===== src/hdl/itds_pkg.sv =====
// itds_pkg: shared types, register indexes, reset values and the symbol lookup
// for the integer to digit string block
// depends on nothing
package itds_pkg;

  localparam int unsigned CFG_IDX_W = 3;
  localparam int unsigned CFG_DATA_W = 32;
  localparam int unsigned RADIX_W = 5;
  localparam int unsigned VALUE_W = 64;
  localparam int unsigned CHAR_W = 8;
  localparam int unsigned DIGIT_W = 4;

  localparam logic [CFG_IDX_W-1:0] CFG_RADIX = 3'd0;
  localparam logic [CFG_IDX_W-1:0] CFG_SYM_0_3 = 3'd1;
  localparam logic [CFG_IDX_W-1:0] CFG_SYM_4_7 = 3'd2;
  localparam logic [CFG_IDX_W-1:0] CFG_SYM_8_11 = 3'd3;
  localparam logic [CFG_IDX_W-1:0] CFG_SYM_12_15 = 3'd4;

  localparam logic [RADIX_W-1:0] RADIX_RESET = 5'd10;
  localparam logic [RADIX_W-1:0] RADIX_MIN = 5'd3;
  localparam logic [RADIX_W-1:0] RADIX_MAX = 5'd16;

  localparam logic [CFG_DATA_W-1:0] SYM_0_3_RESET = 32'h3332_3130;
  localparam logic [CFG_DATA_W-1:0] SYM_4_7_RESET = 32'h3736_3534;
  localparam logic [CFG_DATA_W-1:0] SYM_8_11_RESET = 32'h6261_3938;
  localparam logic [CFG_DATA_W-1:0] SYM_12_15_RESET = 32'h6665_6463;

  localparam logic [CHAR_W-1:0] MINUS_CHAR = 8'h2D;

  typedef struct packed {
    logic [RADIX_W-1:0]             base;
    logic [3:0][CFG_DATA_W-1:0]     symbols;
  } cfg_t;

  function automatic logic [CHAR_W-1:0] symbol_of(input logic [3:0][CFG_DATA_W-1:0] syms,
                                                  input logic [DIGIT_W-1:0] d);
    logic [CFG_DATA_W-1:0] word;
    word = syms[d[3:2]];
    return word[{d[1:0], 3'b000} +: CHAR_W];
  endfunction

endpackage


===== src/hdl/itds_cfg_regs.sv =====
// itds_cfg_regs: radix and symbol table registers, radix clamped to 3..16
// depends on itds_pkg
module itds_cfg_regs (
  input  logic                              clk,
  input  logic                              rst_n,
  input  logic                              wr_en,
  input  logic [itds_pkg::CFG_IDX_W-1:0]    wr_index,
  input  logic [itds_pkg::CFG_DATA_W-1:0]   wr_data,
  output itds_pkg::cfg_t                    cfg_o
);
  import itds_pkg::*;

  logic [RADIX_W-1:0]         radix_r;
  logic [3:0][CFG_DATA_W-1:0] sym_r;

  always_ff @(posedge clk) begin
    if (!rst_n) begin
      radix_r <= RADIX_RESET;
      sym_r[0] <= SYM_0_3_RESET;
      sym_r[1] <= SYM_4_7_RESET;
      sym_r[2] <= SYM_8_11_RESET;
      sym_r[3] <= SYM_12_15_RESET;
    end else if (wr_en) begin
      case (wr_index)
        CFG_RADIX:     radix_r <= wr_data[RADIX_W-1:0];
        CFG_SYM_0_3:   sym_r[0] <= wr_data;
        CFG_SYM_4_7:   sym_r[1] <= wr_data;
        CFG_SYM_8_11:  sym_r[2] <= wr_data;
        CFG_SYM_12_15: sym_r[3] <= wr_data;
        default: ;
      endcase
    end
  end

  always_comb begin
    cfg_o.symbols = sym_r;
    if (radix_r < RADIX_MIN) begin
      cfg_o.base = RADIX_MIN;
    end else if (radix_r > RADIX_MAX) begin
      cfg_o.base = RADIX_MAX;
    end else begin
      cfg_o.base = radix_r;
    end
  end

endmodule


===== src/hdl/itds_div_step.sv =====
// itds_div_step: shared long-division unit, one dividend byte per use
// eight restoring compare-subtract steps on a 5-bit partial remainder
// depends on itds_pkg
module itds_div_step (
  input  logic [itds_pkg::RADIX_W-1:0] base,
  input  logic [itds_pkg::DIGIT_W-1:0] rem_in,
  input  logic [7:0]                   byte_in,
  output logic [7:0]                   quot_out,
  output logic [itds_pkg::DIGIT_W-1:0] rem_out
);
  import itds_pkg::*;

  always_comb begin
    logic [RADIX_W-1:0] t;
    t = {1'b0, rem_in};
    quot_out = '0;
    for (int i = 7; i >= 0; i--) begin
      t = {t[RADIX_W-2:0], byte_in[i]};
      if (t >= base) begin
        t = t - base;
        quot_out[i] = 1'b1;
      end
    end
    rem_out = t[DIGIT_W-1:0];
  end

endmodule


===== src/hdl/integer_to_digit_string.sv =====
// integer_to_digit_string: top level, sequencer, digit store and output register
// depends on itds_pkg, itds_cfg_regs, itds_div_step
//
// Converts one 64-bit value at a time to its digits in the configured base
// (3..16), most significant first, one character per output transfer, with a
// leading minus for a negative signed value and tlast on the final character.
// in_tready is high only while the block is idle. Each digit is produced by
// running the 8-bit shared divide unit over the significant bytes of the
// running quotient, one byte per cycle, from its highest nonzero byte (1 to 8
// bytes) down to byte 0. After a setup state and the divide pass, a fetch
// state reads the digit store (a negative value shows its minus instead),
// then each character takes a load of the output register and a show state
// that holds it until the output accepts it. Configuration writes
// are always taken and must only arrive while the block is idle.
module integer_to_digit_string #(
  parameter int unsigned DIGIT_SLOTS = 64
) (
  input  logic                              clk,
  input  logic                              rst_n,
  // tdata: number_bits[63:0]
  input  logic [63:0]                       in_tdata,
  // tuser: mode
  input  logic                              in_tuser,
  input  logic                              in_tvalid,
  output logic                              in_tready,
  // tdata: out_char[7:0]
  output logic [7:0]                        out_tdata,
  output logic                              out_tlast,
  output logic                              out_tvalid,
  input  logic                              out_tready,
  input  logic                              cfg_valid,
  output logic                              cfg_ready,
  input  logic [itds_pkg::CFG_IDX_W-1:0]    cfg_index,
  input  logic [itds_pkg::CFG_DATA_W-1:0]   cfg_data
);
  import itds_pkg::*;

  localparam int unsigned CW = $clog2(DIGIT_SLOTS + 1);
  localparam int unsigned AW = $clog2(DIGIT_SLOTS);

  typedef enum logic [6:0] {
    ST_IDLE  = 7'b0000001,
    ST_PREP  = 7'b0000010,
    ST_DIV   = 7'b0000100,
    ST_SIGN  = 7'b0001000,
    ST_FETCH = 7'b0010000,
    ST_LOAD  = 7'b0100000,
    ST_SHOW  = 7'b1000000
  } state_t;

  cfg_t cfg;

  state_t              state_r, state_nxt;
  logic [VALUE_W-1:0]  val_r, val_nxt;
  logic [2:0]          idx_r, idx_nxt;
  logic [2:0]          start_r, start_nxt;
  logic [DIGIT_W-1:0]  rem_r, rem_nxt;
  logic                topnz_r, topnz_nxt;
  logic [CW-1:0]       cnt_r, cnt_nxt;
  logic                neg_r, neg_nxt;
  logic                out_valid_r, out_valid_nxt;
  logic [CHAR_W-1:0]   out_char_r, out_char_nxt;
  logic                out_last_r, out_last_nxt;

  logic [7:0]          div_byte;
  logic [7:0]          div_quot;
  logic [DIGIT_W-1:0]  div_rem;
  logic                topnz_eff;
  logic [2:0]          top_byte;

  logic                wr_en;
  logic [AW-1:0]       wr_addr;
  logic [AW-1:0]       rd_addr;
  logic [DIGIT_W-1:0]  digit_mem [DIGIT_SLOTS];
  logic [DIGIT_W-1:0]  rd_data_r;

  assign cfg_ready = 1'b1;

  itds_cfg_regs u_cfg (
    .clk      (clk),
    .rst_n    (rst_n),
    .wr_en    (cfg_valid),
    .wr_index (cfg_index),
    .wr_data  (cfg_data),
    .cfg_o    (cfg)
  );

  assign div_byte = val_r[{idx_r, 3'b000} +: 8];

  itds_div_step u_div (
    .base     (cfg.base),
    .rem_in   (rem_r),
    .byte_in  (div_byte),
    .quot_out (div_quot),
    .rem_out  (div_rem)
  );

  assign topnz_eff = (idx_r == start_r) ? (div_quot != 8'd0) : topnz_r;

  // highest nonzero byte of the working value
  always_comb begin
    top_byte = 3'd0;
    for (int b = 0; b < 8; b++) begin
      if (val_r[b*8 +: 8] != 8'd0) begin
        top_byte = 3'(b);
      end
    end
  end

  assign wr_en   = (state_r == ST_DIV) && (idx_r == 3'd0);
  assign wr_addr = cnt_r[AW-1:0];
  assign rd_addr = AW'(cnt_r - CW'(1));

  always_ff @(posedge clk) begin
    if (wr_en) begin
      digit_mem[wr_addr] <= div_rem;
    end
    rd_data_r <= digit_mem[rd_addr];
  end

  always_comb begin
    state_nxt     = state_r;
    val_nxt       = val_r;
    idx_nxt       = idx_r;
    start_nxt     = start_r;
    rem_nxt       = rem_r;
    topnz_nxt     = topnz_r;
    cnt_nxt       = cnt_r;
    neg_nxt       = neg_r;
    out_valid_nxt = out_valid_r;
    out_char_nxt  = out_char_r;
    out_last_nxt  = out_last_r;

    case (state_r)
      ST_IDLE: begin
        if (in_tvalid) begin
          neg_nxt = in_tuser && in_tdata[VALUE_W-1];
          val_nxt = (in_tuser && in_tdata[VALUE_W-1]) ? (64'd0 - in_tdata) : in_tdata;
          state_nxt = ST_PREP;
        end
      end
      ST_PREP: begin
        start_nxt = top_byte;
        idx_nxt   = top_byte;
        rem_nxt   = '0;
        cnt_nxt   = '0;
        state_nxt = ST_DIV;
      end
      ST_DIV: begin
        val_nxt[{idx_r, 3'b000} +: 8] = div_quot;
        if (idx_r == start_r) begin
          topnz_nxt = div_quot != 8'd0;
        end
        if (idx_r == 3'd0) begin
          cnt_nxt = cnt_r + CW'(1);
          rem_nxt = '0;
          if (!topnz_eff && (start_r == 3'd0)) begin
            // quotient is zero, all digits stored
            if (neg_r) begin
              out_valid_nxt = 1'b1;
              out_char_nxt  = MINUS_CHAR;
              out_last_nxt  = 1'b0;
              state_nxt     = ST_SIGN;
            end else begin
              state_nxt = ST_FETCH;
            end
          end else begin
            start_nxt = topnz_eff ? start_r : (start_r - 3'd1);
            idx_nxt   = topnz_eff ? start_r : (start_r - 3'd1);
          end
        end else begin
          idx_nxt = idx_r - 3'd1;
          rem_nxt = div_rem;
        end
      end
      ST_SIGN: begin
        if (out_tready) begin
          out_valid_nxt = 1'b0;
          state_nxt     = ST_LOAD;
        end
      end
      ST_FETCH: begin
        state_nxt = ST_LOAD;
      end
      ST_LOAD: begin
        out_valid_nxt = 1'b1;
        out_char_nxt  = symbol_of(cfg.symbols, rd_data_r);
        out_last_nxt  = cnt_r == CW'(1);
        cnt_nxt       = cnt_r - CW'(1);
        state_nxt     = ST_SHOW;
      end
      ST_SHOW: begin
        if (out_tready) begin
          out_valid_nxt = 1'b0;
          state_nxt     = out_last_r ? ST_IDLE : ST_LOAD;
        end
      end
      default: begin
        state_nxt = ST_IDLE;
      end
    endcase
  end

  always_ff @(posedge clk) begin
    if (!rst_n) begin
      state_r     <= ST_IDLE;
      out_valid_r <= 1'b0;
      cnt_r       <= '0;
      neg_r       <= 1'b0;
      val_r       <= '0;
      topnz_r     <= 1'b0;
    end else begin
      state_r     <= state_nxt;
      out_valid_r <= out_valid_nxt;
      cnt_r       <= cnt_nxt;
      neg_r       <= neg_nxt;
      val_r       <= val_nxt;
      topnz_r     <= topnz_nxt;
    end
  end

  always_ff @(posedge clk) begin
    idx_r      <= idx_nxt;
    start_r    <= start_nxt;
    rem_r      <= rem_nxt;
    out_char_r <= out_char_nxt;
    out_last_r <= out_last_nxt;
  end

  assign in_tready  = state_r == ST_IDLE;
  assign out_tvalid = out_valid_r;
  assign out_tdata  = out_char_r;
  assign out_tlast  = out_last_r;

endmodule

===== config.mk =====
export PLATFORM = sky130hd
export DESIGN_NAME = integer_to_digit_string
export DESIGN_NICKNAME = d
export VERILOG_FILES = /design/src/hdl/itds_pkg.sv /design/src/hdl/itds_cfg_regs.sv /design/src/hdl/itds_div_step.sv /design/src/hdl/integer_to_digit_string.sv
export SDC_FILE = /design/constraint.sdc
export NUM_CORES = 1
export LEC_CHECK = 0
export BUFFER_PORTS_ARGS = -buffer_cell sky130_fd_sc_hd__buf_2
export CAP_MARGIN = 20
export CORE_AREA = 10 10 220 222
export DETAILED_ROUTE_END_ITERATION = 16
export DIE_AREA = 0 0 230 232
export PLACE_DENSITY = 0.8
export SYNTH_ARGS = -nofsm -noshare
export SYNTH_HDL_FRONTEND = slang
export SYNTH_SLANG_ARGS = --single-unit

===== constraint.sdc =====
create_clock -name clk -period 15.55 [get_ports clk]
set_input_delay 1.555 -clock clk [delete_from_list [all_inputs] [get_ports clk]]
set_output_delay 1.555 -clock clk [all_outputs]
set_load 0.01 [all_outputs]

# Word level (Yosys, flattened, before mapping)
# Memories as Yosys holds them, arrays and structs flattened. A register that Yosys moved wholly into a read port is not among the register bits.
# Cells that the tools add are included.
[classes]
add_sub_neg = 14
magnitude_cmp = 11
n_eq_ne = 22
shifts = 4
n_mux = 65
n_reduce_logical = 34
[ops]
columns = ["operator", "n"]
rows = [
  ["2-to-1 mux 64 bit", 2],
  ["one-hot mux 64 bit (2 select lines)", 1],
  ["binary-select mux 32 bit (select 2 bit)", 1],
  ["bitwise mux 64 bit", 1],
  ["nonzero test 8 bit", 8],
  ["variable shift 8 x 8 -> 64 bit (first input constant)", 1],
  ["variable part select 64 x 7 -> 8 bit", 1],
  ["variable part select 8 x 8 -> 64 bit", 1],
  ["subtractor 1 x 64 -> 64 bit (first input constant)", 1],
  ["one-hot mux 7 bit (7 select lines)", 1],
  ["2-to-1 mux 7 bit", 6],
  [">= comparator 5 bit", 8],
  ["2-to-1 mux 4 bit", 9],
  ["2-to-1 mux 32 bit", 1],
  ["variable part select 32 x 6 -> 8 bit", 1],
  ["subtractor 4 bit", 8],
  ["2-to-1 mux 3 bit", 10],
  ["2-to-1 mux 8 bit", 3],
  ["one-hot mux 7 bit (3 select lines)", 1],
  ["2-to-1 mux 1 bit", 19],
  ["AND reduction 2 bit", 9],
  ["one-hot mux 8 bit (2 select lines)", 1],
  ["2-to-1 mux 5 bit", 3],
  ["equality test 7 x 1 -> 1 bit (second input constant)", 2],
  ["34 further kinds", 51],
]
[totals]
reg_bits = 233
ramBits = 256
in_bits = 105
output_inout_bits = 12
elab_cells = 167
mem_count = 1
[mem_list]
columns = ["memory", "depth", "word_bits", "rd", "rd_ports_with_merged_regs", "write_ports", "line_no", "text"]
rows = [
  ["digit_mem", 64, 4, 1, 1, 1, "integer_to_digit_string.sv:74", "logic [DIGIT_W-1:0] digit_mem [DIGIT_SLOTS];"],
]

# Depth between registers and ports, before layout
# Gate-level depths: netlist of the first run.
[logic_depth]
depth_word = 26
depth_mapped = 55
depth_no_buf = 53

# By module
# Synthesis of the first run repeated with hierarchy kept, for this count alone.
[hier_totals]
hier_cells = 2204
hier_area_um2 = 25503.2
[by_module_without_submodules]
columns = ["module", "n_inst", "cells_each", "area_per_inst_um2", "seq_area_each_um2"]
rows = [
  ["integer_to_digit_string", 1, 1488, 18571.6, 9959.6],
  ["itds_cfg_regs", 1, 503, 5215.0, 2662.6],
  ["itds_div_step", 1, 213, 1716.6, 0.0],
]

# Least setup slack after synthesis of the first run
# No wires, ideal clock.
[synth_timing]
kind = "reg2reg"
from = "reg u_cfg.radix_r[2]"
to = "mem digit_mem[0][2] (data pin)"
setup_ns = 0.708
arrival_time_ns = 14.022
required_time_ns = 14.842
setup_slack_ns = 0.820
stages_incl_launch_ff = 47
path_buffers = 8
period_less_slack_ns = 14.730
cell_sequence = "dfxtp_1 > nor2_1 > o21ai_0 > ha_1 > a21o_1 > a31oi_1 > o21ai_1 > clkbuf_1 > mux2_2 > ha_1 > nand2_1 > o21ai_1 > clkbuf_1 > mux2_2 > ha_1 > nand2_1 > o21ai_1 > clkbuf_1 > [11 not listed] > ha_1 > nand2_1 > o21ai_1 > clkbuf_1 > mux2_2 > ha_1 > nand2_1 > o21ai_1 > clkbuf_1 > nand2_1 > o21ai_0 > inv_1 > ha_1 > a21o_1 > a31oi_1 > o21ai_1 > clkbuf_1 > o21ai_0"
[synth_between]
elab_chain_len = 19
elab_cells_between_ends = 28
cone_classes = "add/sub (8); order compare (10); mux (10)"
[synth_lines]
columns = ["item", "line_no", "text"]
rows = [
  ["start, declared", "itds_cfg_regs.sv:13", "logic [RADIX_W-1:0] radix_r;"],
  ["start signal, assigned", "itds_cfg_regs.sv:25", "CFG_RADIX: radix_r <= wr_data[RADIX_W-1:0];"],
  ["> comparator 5 bit", "itds_cfg_regs.sv:39", "end else if (radix_r > RADIX_MAX) begin"],
  ["2-to-1 mux 5 bit", "itds_cfg_regs.sv:39", ""],
  ["2-to-1 mux 5 bit *", "itds_cfg_regs.sv:37", "if (radix_r < RADIX_MIN) begin"],
  ["subtractor 4 bit / >= comparator 5 bit (equally long branches)", "itds_div_step.sv:20, itds_div_step.sv:19", ""],
  ["2-to-1 mux 4 bit", "itds_div_step.sv:19", "if (t >= base) begin"],
  ["subtractor 4 bit / >= comparator 5 bit (equally long branches)", "itds_div_step.sv:20, itds_div_step.sv:19", ""],
  ["2-to-1 mux 4 bit", "itds_div_step.sv:19", ""],
  ["subtractor 4 bit / >= comparator 5 bit (equally long branches)", "itds_div_step.sv:20, itds_div_step.sv:19", ""],
  ["[4 not listed]", "-", ""],
  ["2-to-1 mux 4 bit", "itds_div_step.sv:19", ""],
  ["subtractor 4 bit / >= comparator 5 bit (equally long branches)", "itds_div_step.sv:20, itds_div_step.sv:19", ""],
  ["2-to-1 mux 4 bit", "itds_div_step.sv:19", ""],
  [">= comparator 5 bit / subtractor 4 bit (equally long branches)", "itds_div_step.sv:19, itds_div_step.sv:20", ""],
  ["2-to-1 mux 4 bit", "itds_div_step.sv:19", ""],
  ["subtractor 4 bit / >= comparator 5 bit (equally long branches)", "itds_div_step.sv:20, itds_div_step.sv:19", ""],
  ["2-to-1 mux 4 bit *", "itds_div_step.sv:19", ""],
  ["named net div_rem[2]", "integer_to_digit_string.sv:67", "logic [DIGIT_W-1:0] div_rem;"],
  ["end, declared", "integer_to_digit_string.sv:74", ""],
]
# The timed path passes the listed nets; every way through them passes the cells marked *.

# Worst setup path after layout of the first run
[layout_timing]
from = "reg idx_r[1]"
to = "mem digit_mem[48][1] (data pin)"
[layout_between]
elab_chain_len = 17
elab_cells_between_ends = 25
cone_classes = "add/sub (8); order compare (8); shift (1); mux (8)"
[layout_lines]
columns = ["item", "line_no", "text"]
rows = [
  ["start, declared", "integer_to_digit_string.sv:55", "logic [2:0] idx_r, idx_nxt;"],
  ["start signal, assigned", "integer_to_digit_string.sv:223", "idx_r <= idx_nxt;"],
  ["variable part select 64 x 7 -> 8 bit *", "integer_to_digit_string.sv:88", "assign div_byte = val_r[{idx_r, 3'b000} +: 8];"],
  ["subtractor 4 bit / >= comparator 5 bit (equally long branches)", "itds_div_step.sv:20, itds_div_step.sv:19", ""],
  ["2-to-1 mux 4 bit", "itds_div_step.sv:19", ""],
  ["subtractor 4 bit / >= comparator 5 bit (equally long branches)", "itds_div_step.sv:20, itds_div_step.sv:19", ""],
  ["2-to-1 mux 4 bit", "itds_div_step.sv:19", ""],
  ["subtractor 4 bit / >= comparator 5 bit (equally long branches)", "itds_div_step.sv:20, itds_div_step.sv:19", ""],
  ["2-to-1 mux 4 bit", "itds_div_step.sv:19", ""],
  ["subtractor 4 bit / >= comparator 5 bit (equally long branches)", "itds_div_step.sv:20, itds_div_step.sv:19", ""],
  ["[2 not listed]", "-", ""],
  ["2-to-1 mux 4 bit", "itds_div_step.sv:19", ""],
  ["subtractor 4 bit / >= comparator 5 bit (equally long branches)", "itds_div_step.sv:20, itds_div_step.sv:19", ""],
  ["2-to-1 mux 4 bit", "itds_div_step.sv:19", ""],
  [">= comparator 5 bit / subtractor 4 bit (equally long branches)", "itds_div_step.sv:19, itds_div_step.sv:20", ""],
  ["2-to-1 mux 4 bit", "itds_div_step.sv:19", ""],
  ["subtractor 4 bit / >= comparator 5 bit (equally long branches)", "itds_div_step.sv:20, itds_div_step.sv:19", ""],
  ["2-to-1 mux 4 bit *", "itds_div_step.sv:19", ""],
  ["named net div_rem[1]", "integer_to_digit_string.sv:67", ""],
]
# Marks and branches as above.

==> reports/metrics.yaml, run 1 <==
clock_network:
  clkSinkCount: 493
  clk_pin_slew_ns: 0.06
  clock_latency_ns: 0.61
  postCtsSetupRepairBufs: 0
  root_buffer: "clkbuf_16"
  cts-hold-fix-buffers: 0
  cts_resized: 0
  cts_buffers: 50
  cts-htree-levels: 2
  clk_path_buf_depth: 3
  cts_tree: "built"
detailed_routing:
  drc: 0
  via_per_inst: 6.326
  firstDrtPassIters: 8
  antenna_left: 0
  wirelength_mm: 64.26
  drt_iter0_drc: 2090
  num_vias: 17990
  wl_per_cell_um: 22.60
critical_path:
  cp_common_cell: "ha_1"
  crit_family: "compound AO/OA/AOI/OAI gates"
  path_class: "flip-flop to flip-flop"
  max_stage_delay_ns: 0.87
  cpMaxStageDelayCell: "edfxtp_1"
  end_kind: "flip-flop"
  worstPathRequired_ns: 15.98
  cp_num_buf_inv: 7
  cp_max_fo: 45
  r2r_slack_ns: 2.91
  worstReg2RegStart: "idx_r[1]"
  cp-start-kind: "flip-flop"
  reg2reg_to: "digit_mem[48][1]"
  arrival_ns: 13.06
  reg2reg_depth: 49
timing:
  drv_slew: 0
  setup_viol: 0
  setup_ws_ns: 2.913
  final_hold_viol_count: 0
  slew_headroom: 0.2524
  fmax_mhz: 79.14
  rsz0062_at_grt: "no"
  min_period_ns: 12.64
  worst_pin_slew_ns: 1.121
  clock_skew_ns: 0.02078
  min_period_over_period: 0.8126
  setup_tns_ns: 0
layout:
  area_growth_pct: 11.95
  drive_gt1_frac: 0.1844
  final_cell_mix: "nand2_1 (356), edfxtp_1 (275), dfxtp_1 (217)"
  fin_nets: 2370
  stdcell_count: 2844
  final_common_cell: "nand2_1"
grt:
  grt_max_degree: 93
  grt_pass1_wl_mm: 98.73
  grt_pass1_vias: 17618
  antenna_found_initial: 2
  track_usage: 0.2308
  gr-total-overflow: 0
min_path:
  min-delay-start: "u_cfg.cfg_o[48]"
  hp-class: "flip-flop to flip-flop"
  min_path_cells: 2
  hold_end: "u_cfg.cfg_o[48]"
synthesis:
  synth-seq-cells: 493
  yosysSeqAreaShare: 0.5254
  syn-num-nets: 2298
  synthArstFlopShare: 0
  avgSynthCellArea_um2: 11.24
  synthCells: 2137
  synth-main-ff-cell: "edfxtp_1"
  netlist_area_um2: 24020
  ys_warn_count: 0
  synth.distinct_cells: 64
  synth-edff-count: 275
die:
  io_pins: 117
  fp.dieH_um: 232
  core-area_um2: 43930
  start_util: 0.5469
  rows: 77
  fp.dieW_um: 230
  die_area_um2: 53360
run_status:
  status: "complete, no violations"
placement:
  io_buffers: 115
  gp_congestion: 0.9332
  placedCellCount: 2745
  dp_hpwl_mm: 41.60
  pre_cts_ws_ns: 2.519
run:
  maxCapViolCount: 0
state kept, by name, summed over array words and instances (netlist names):
register,flops
state_r,7
out_tdata,8
idx_r,3
rd_data_r,4
u_cfg.radix_r,5
digit_mem,256
out_tlast,1
start_r,3
cnt_r,7
u_cfg.cfg_o,128
rem_r,4
neg_r,1
topnz_r,1
val_r,64
out_tvalid,1
layer usage:
metal / vias to the layer above / track usage / share of wire
li1: 8059 / - / -
met1: 8889 / 0.2932 / 0.39
met2: 888 / 0.3921 / 0.50
met3: 154 / 0.03738 / 0.076
met4: 0 / 0.08695 / 0.033
met5: - / 0 / 0
how the worst max path moves through the flow:
stage          cells after the start        startpoint  slack [ns]                to
2_1_floorplan                     46  u_cfg.radix_r[2]        0.82   digit_mem[0][2]
3_3_place_gp                      49          idx_r[1]        3.19      out_tdata[1]
3_5_place_dp                      48          idx_r[1]        2.52          rem_r[3]
4_1_cts                           50          idx_r[1]        2.41          rem_r[3]
5_1_grt                           51          idx_r[1]        2.03  digit_mem[43][1]
6_report                          49          idx_r[1]        2.91  digit_mem[48][1]
cells in the mapped netlist, types with 3 or more instances:
cell type  count  share of area
a21o_1        16         0.0050
fa_1           8         0.0067
nor2b_1       10         0.0026
dfxtp_1      218           0.18
o21ai_0      102          0.021
nand4_1        8         0.0021
nand2b_1      16         0.0042
nand2_1      357          0.056
and2_1         7         0.0018
nor4_1        23         0.0060
xor2_1        33          0.012
nor4_4         4         0.0035
mux4_2       140           0.13
and3_1        10         0.0026
buf_2          6         0.0012
edfxtp_1     275           0.34
inv_1         35         0.0055
ha_1          48          0.025
nor2_1       159          0.025
or2_2          4         0.0010
a31oi_1       26         0.0068
mux2i_1       18         0.0075
o21a_1         3        0.00094
a211oi_1      10         0.0031
o31ai_1        7         0.0022
nand3b_1       6         0.0019
clkbuf_1     111          0.017
nor3b_1        4         0.0012
o41ai_1        5         0.0018
o21ai_1        8         0.0017
buf_1         15         0.0023
nand3_1       91          0.019
mux2_2        15         0.0070
nor3_1        18         0.0037
or4_1          7         0.0022
or3_1          9         0.0023
a22oi_1       34          0.011
xnor2_1       52          0.019
a21oi_1      185          0.039
buf_4          3        0.00094
logic make-up (layout without fill, tap and decap cells):
| kind of cell | after synthesis | after routing | synth area share |
|---|---|---|---|
| simple gates | 741 | 741 | 0.1385 |
| mux | 173 | 173 | 0.1458 |
| buf+inv | 171 | 284 | 0.02750 |
| other cells | 1 | 3 | 0.0001561 |
| xor+xnor | 85 | 85 | 0.03099 |
| fa+ha+maj | 56 | 56 | 0.03167 |
| compound gates | 417 | 417 | 0.1000 |
| flops | 493 | 493 | 0.5254 |
cell type report:
| type | instances | area (um2) |
|---|---|---|
| Fill cell | 3380 | 17040 |
| Clock buffer | 60 | 1319 |
| Clock inverter | 33 | 356.6 |
| Sequential cell | 493 | 12630 |
| Tap cell | 592 | 740.7 |
| Multi-Input combinational cell | 1473 | 10800 |
| Inverter | 36 | 135.1 |
| Antenna cell | 2 | 5.005 |
| Timing Repair Buffer | 155 | 910.9 |
tightest hold or removal path: stages, from the launching register on:
cell and delay (ns):
dfxtp_1 0.31, nand2_1 0.05, a21oi_1 0.05
stage by stage:
step / instance area (um2) / utilization / hold slack (ns)
after floorplan: 24020 / - / 0.4331
after global placement: 25140 / 0.5723 / 0.4381
after detailed placement: 25150 / 0.5725 / 0.4465
after CTS: 26830 / 0.6106 / 0.4542
after global routing: 26890 / 0.6122 / 0.4714
final: 26890 / 0.6122 / 0.4564
Power of run 1 is left out: the tool's default activity adds up to more than one toggle a clock period on the data nets, which glitch-free logic cannot reach.
==> inputs of run 2 (changes only) <==
==> constraint.sdc (replaced) <==
create_clock -name clk -period 11.3 [get_ports clk]
set_input_delay 1.13 -clock clk [delete_from_list [all_inputs] [get_ports clk]]
set_output_delay 1.13 -clock clk [all_outputs]
set_load 0.01 [all_outputs]
==> run 2 against run 1 <==
Against the previous run:
- cell area increased by 1.8%
- first-iteration DRC count increased by 7.7%
- clock-buffer cell count increased by 7
- register-to-register slack got worse by 2.7 ns
- critical path type unchanged
- critical endpoint is now digit_mem[23][0]
- highest routed layer is now met5
==> reports/metrics.yaml, run 2 (synthesis gave the netlist of run 1 again) <==
run_status:
  status: "complete, no violations"
layout:
  top_register: "digit_mem"
  final_cell_mix: "nand2_1 (355), edfxtp_1 (275), dfxtp_1 (217)"
  largest_reg_flops: 256
  drive_gt1_frac: 0.2097
  area_growth_pct: 13.96
  n_fill_cell: 3217
  fin_area_um2: 27380
  fin_nets: 2393
  final_common_cell: "nand2_1"
  antenna_cells: 0
  stdcell_count: 2862
grt:
  grt_util_met2: 0.3957
  top_usage_layer: "met2"
  grt_max_degree: 123
  met3_usage: 0.03640
  track_usage: 0.2320
  grt_pass1_vias: 17843
  use_met1: 0.2973
  antenna_found_initial: 2
  gr-total-overflow: 0
  grt_pass1_wl_mm: 99.92
critical_path:
  end_kind: "flip-flop"
  cp_common_cell: "ha_1"
  worstPathRequired_ns: 11.55
  max_stage_delay_ns: 0.84
  cp_num_buf_inv: 3
  crit_family: "multiplexers"
  cpMaxStageDelayCell: "mux2i_2"
  arrival_ns: 11.31
  path_class: "flip-flop to flip-flop"
  crit_start: "idx_r[0]"
  cp_max_fo: 14
  cp-start-kind: "flip-flop"
  worstReg2RegStart: "idx_r[0]"
timing:
  min_period_ns: 11.06
  fin_hold_ws_ns: 0.4557
  fmax_mhz: 90.38
  min_period_over_period: 0.9791
  setup_ws_ns: 0.2356
  drv_slew: 0
  slew_headroom: 0.2767
  final_hold_viol_count: 0
  clock_skew_ns: 0.03080
  worst_pin_slew_ns: 1.085
  setup_viol: 0
placement:
  placedCellCount: 2750
  dpl_cell_area_um2: 25270
  gp_congestion: 0.9835
  io_buffers: 115
  dp_hpwl_mm: 41.85
  pre_cts_ws_ns: -0.2653
detailed_routing:
  wl_per_cell_um: 22.45
  drc: 0
  wirelength_mm: 64.26
  num_vias: 18169
  drt_iter0_drc: 2250
  antenna_left: 0
  via_per_inst: 6.348
  firstDrtPassIters: 6
die:
  core-area_um2: 43930
  start_util: 0.5469
  fp.dieH_um: 232
  rows: 77
  fp.dieW_um: 230
  io_pins: 117
  die_area_um2: 53360
min_path:
  min-delay-start: "u_cfg.cfg_o[88]"
  hp-class: "flip-flop to flip-flop"
clock_network:
  cts-htree-levels: 2
  cts-hold-fix-buffers: 0
  clk_path_buf_depth: 3
  cts_tree: "built"
  cts_buffers: 49
  root_buffer: "clkbuf_16"
  clk_pin_slew_ns: 0.06
  clkSinkCount: 493
  clock_latency_ns: 0.61
run:
  maxCapViolCount: 0
## run 2: changes by cell type in the layout (fill, tap and decap cells not counted), moves of 5 or more
cell      previous run  this run
buf_4               39        58
a31oi_1             26        18
ha_1                47        40
ha_4                 0         7
mux2i_1             17        10
o21ai_1              9         2
o21ai_4              1         8
a21oi_1            185       179
a21oi_2              1         7
clkinv_2            14         8
a31oi_2              0         5
clkbuf_8             3         8
## run 2: stage by stage
step	setup TNS, ns	util
floorplan	0	-
global placement	0	0.5753
detailed placement	-11.62	0.5753
CTS	0	0.6127
global route	-6.121	0.6232
finish	0	0.6232
## run 2: what timing repair did
action,CTS,global route
setup buffers,2,18
setup endpoints to repair,82,290
pin swaps,2,16
hold endpoints to repair,0,0
cloned,1,0
gates resized for setup,7,46
## run 2: final cells by class
cell class	count	area (um2)	area share
inverters	36	135.1	0.004936
multi-input cells	1474	11200	0.4090
clock buffers	67	1374	0.05018
repair buffers	178	1107	0.04045
clock inverters	22	196.4	0.007175
well taps	592	740.7	0.02706
flip-flops and latches	493	12630	0.4612
## run 2: final timing paths
path / to / slack, ns / depth (start not counted)
max: digit_mem[23][0] / 0.24 / 39
min reg2reg: u_cfg.cfg_o[88] / 0.46 / 2
min: u_cfg.cfg_o[88] / 0.46 / 2
max reg2reg: digit_mem[23][0] / 0.24 / 39
## run 2: routing by layer
metal,part of all wire,vias up
met5,0.00020,-
met4,0.031,2
met3,0.087,169
met2,0.50,1028
met1,0.38,8889
li1,-,8081
## run 2: worst register-to-register path: cells and delay by family, from the launching register on
family | cells | cell delay (ns)
simple gates | 7 | 0.73
fa+ha+maj | 8 | 2.37
flops | 1 | 0.45
mux | 10 | 4.08
compound gates | 11 | 2.54
buf+inv | 3 | 0.54
Power of run 2 is left out for the same reason.
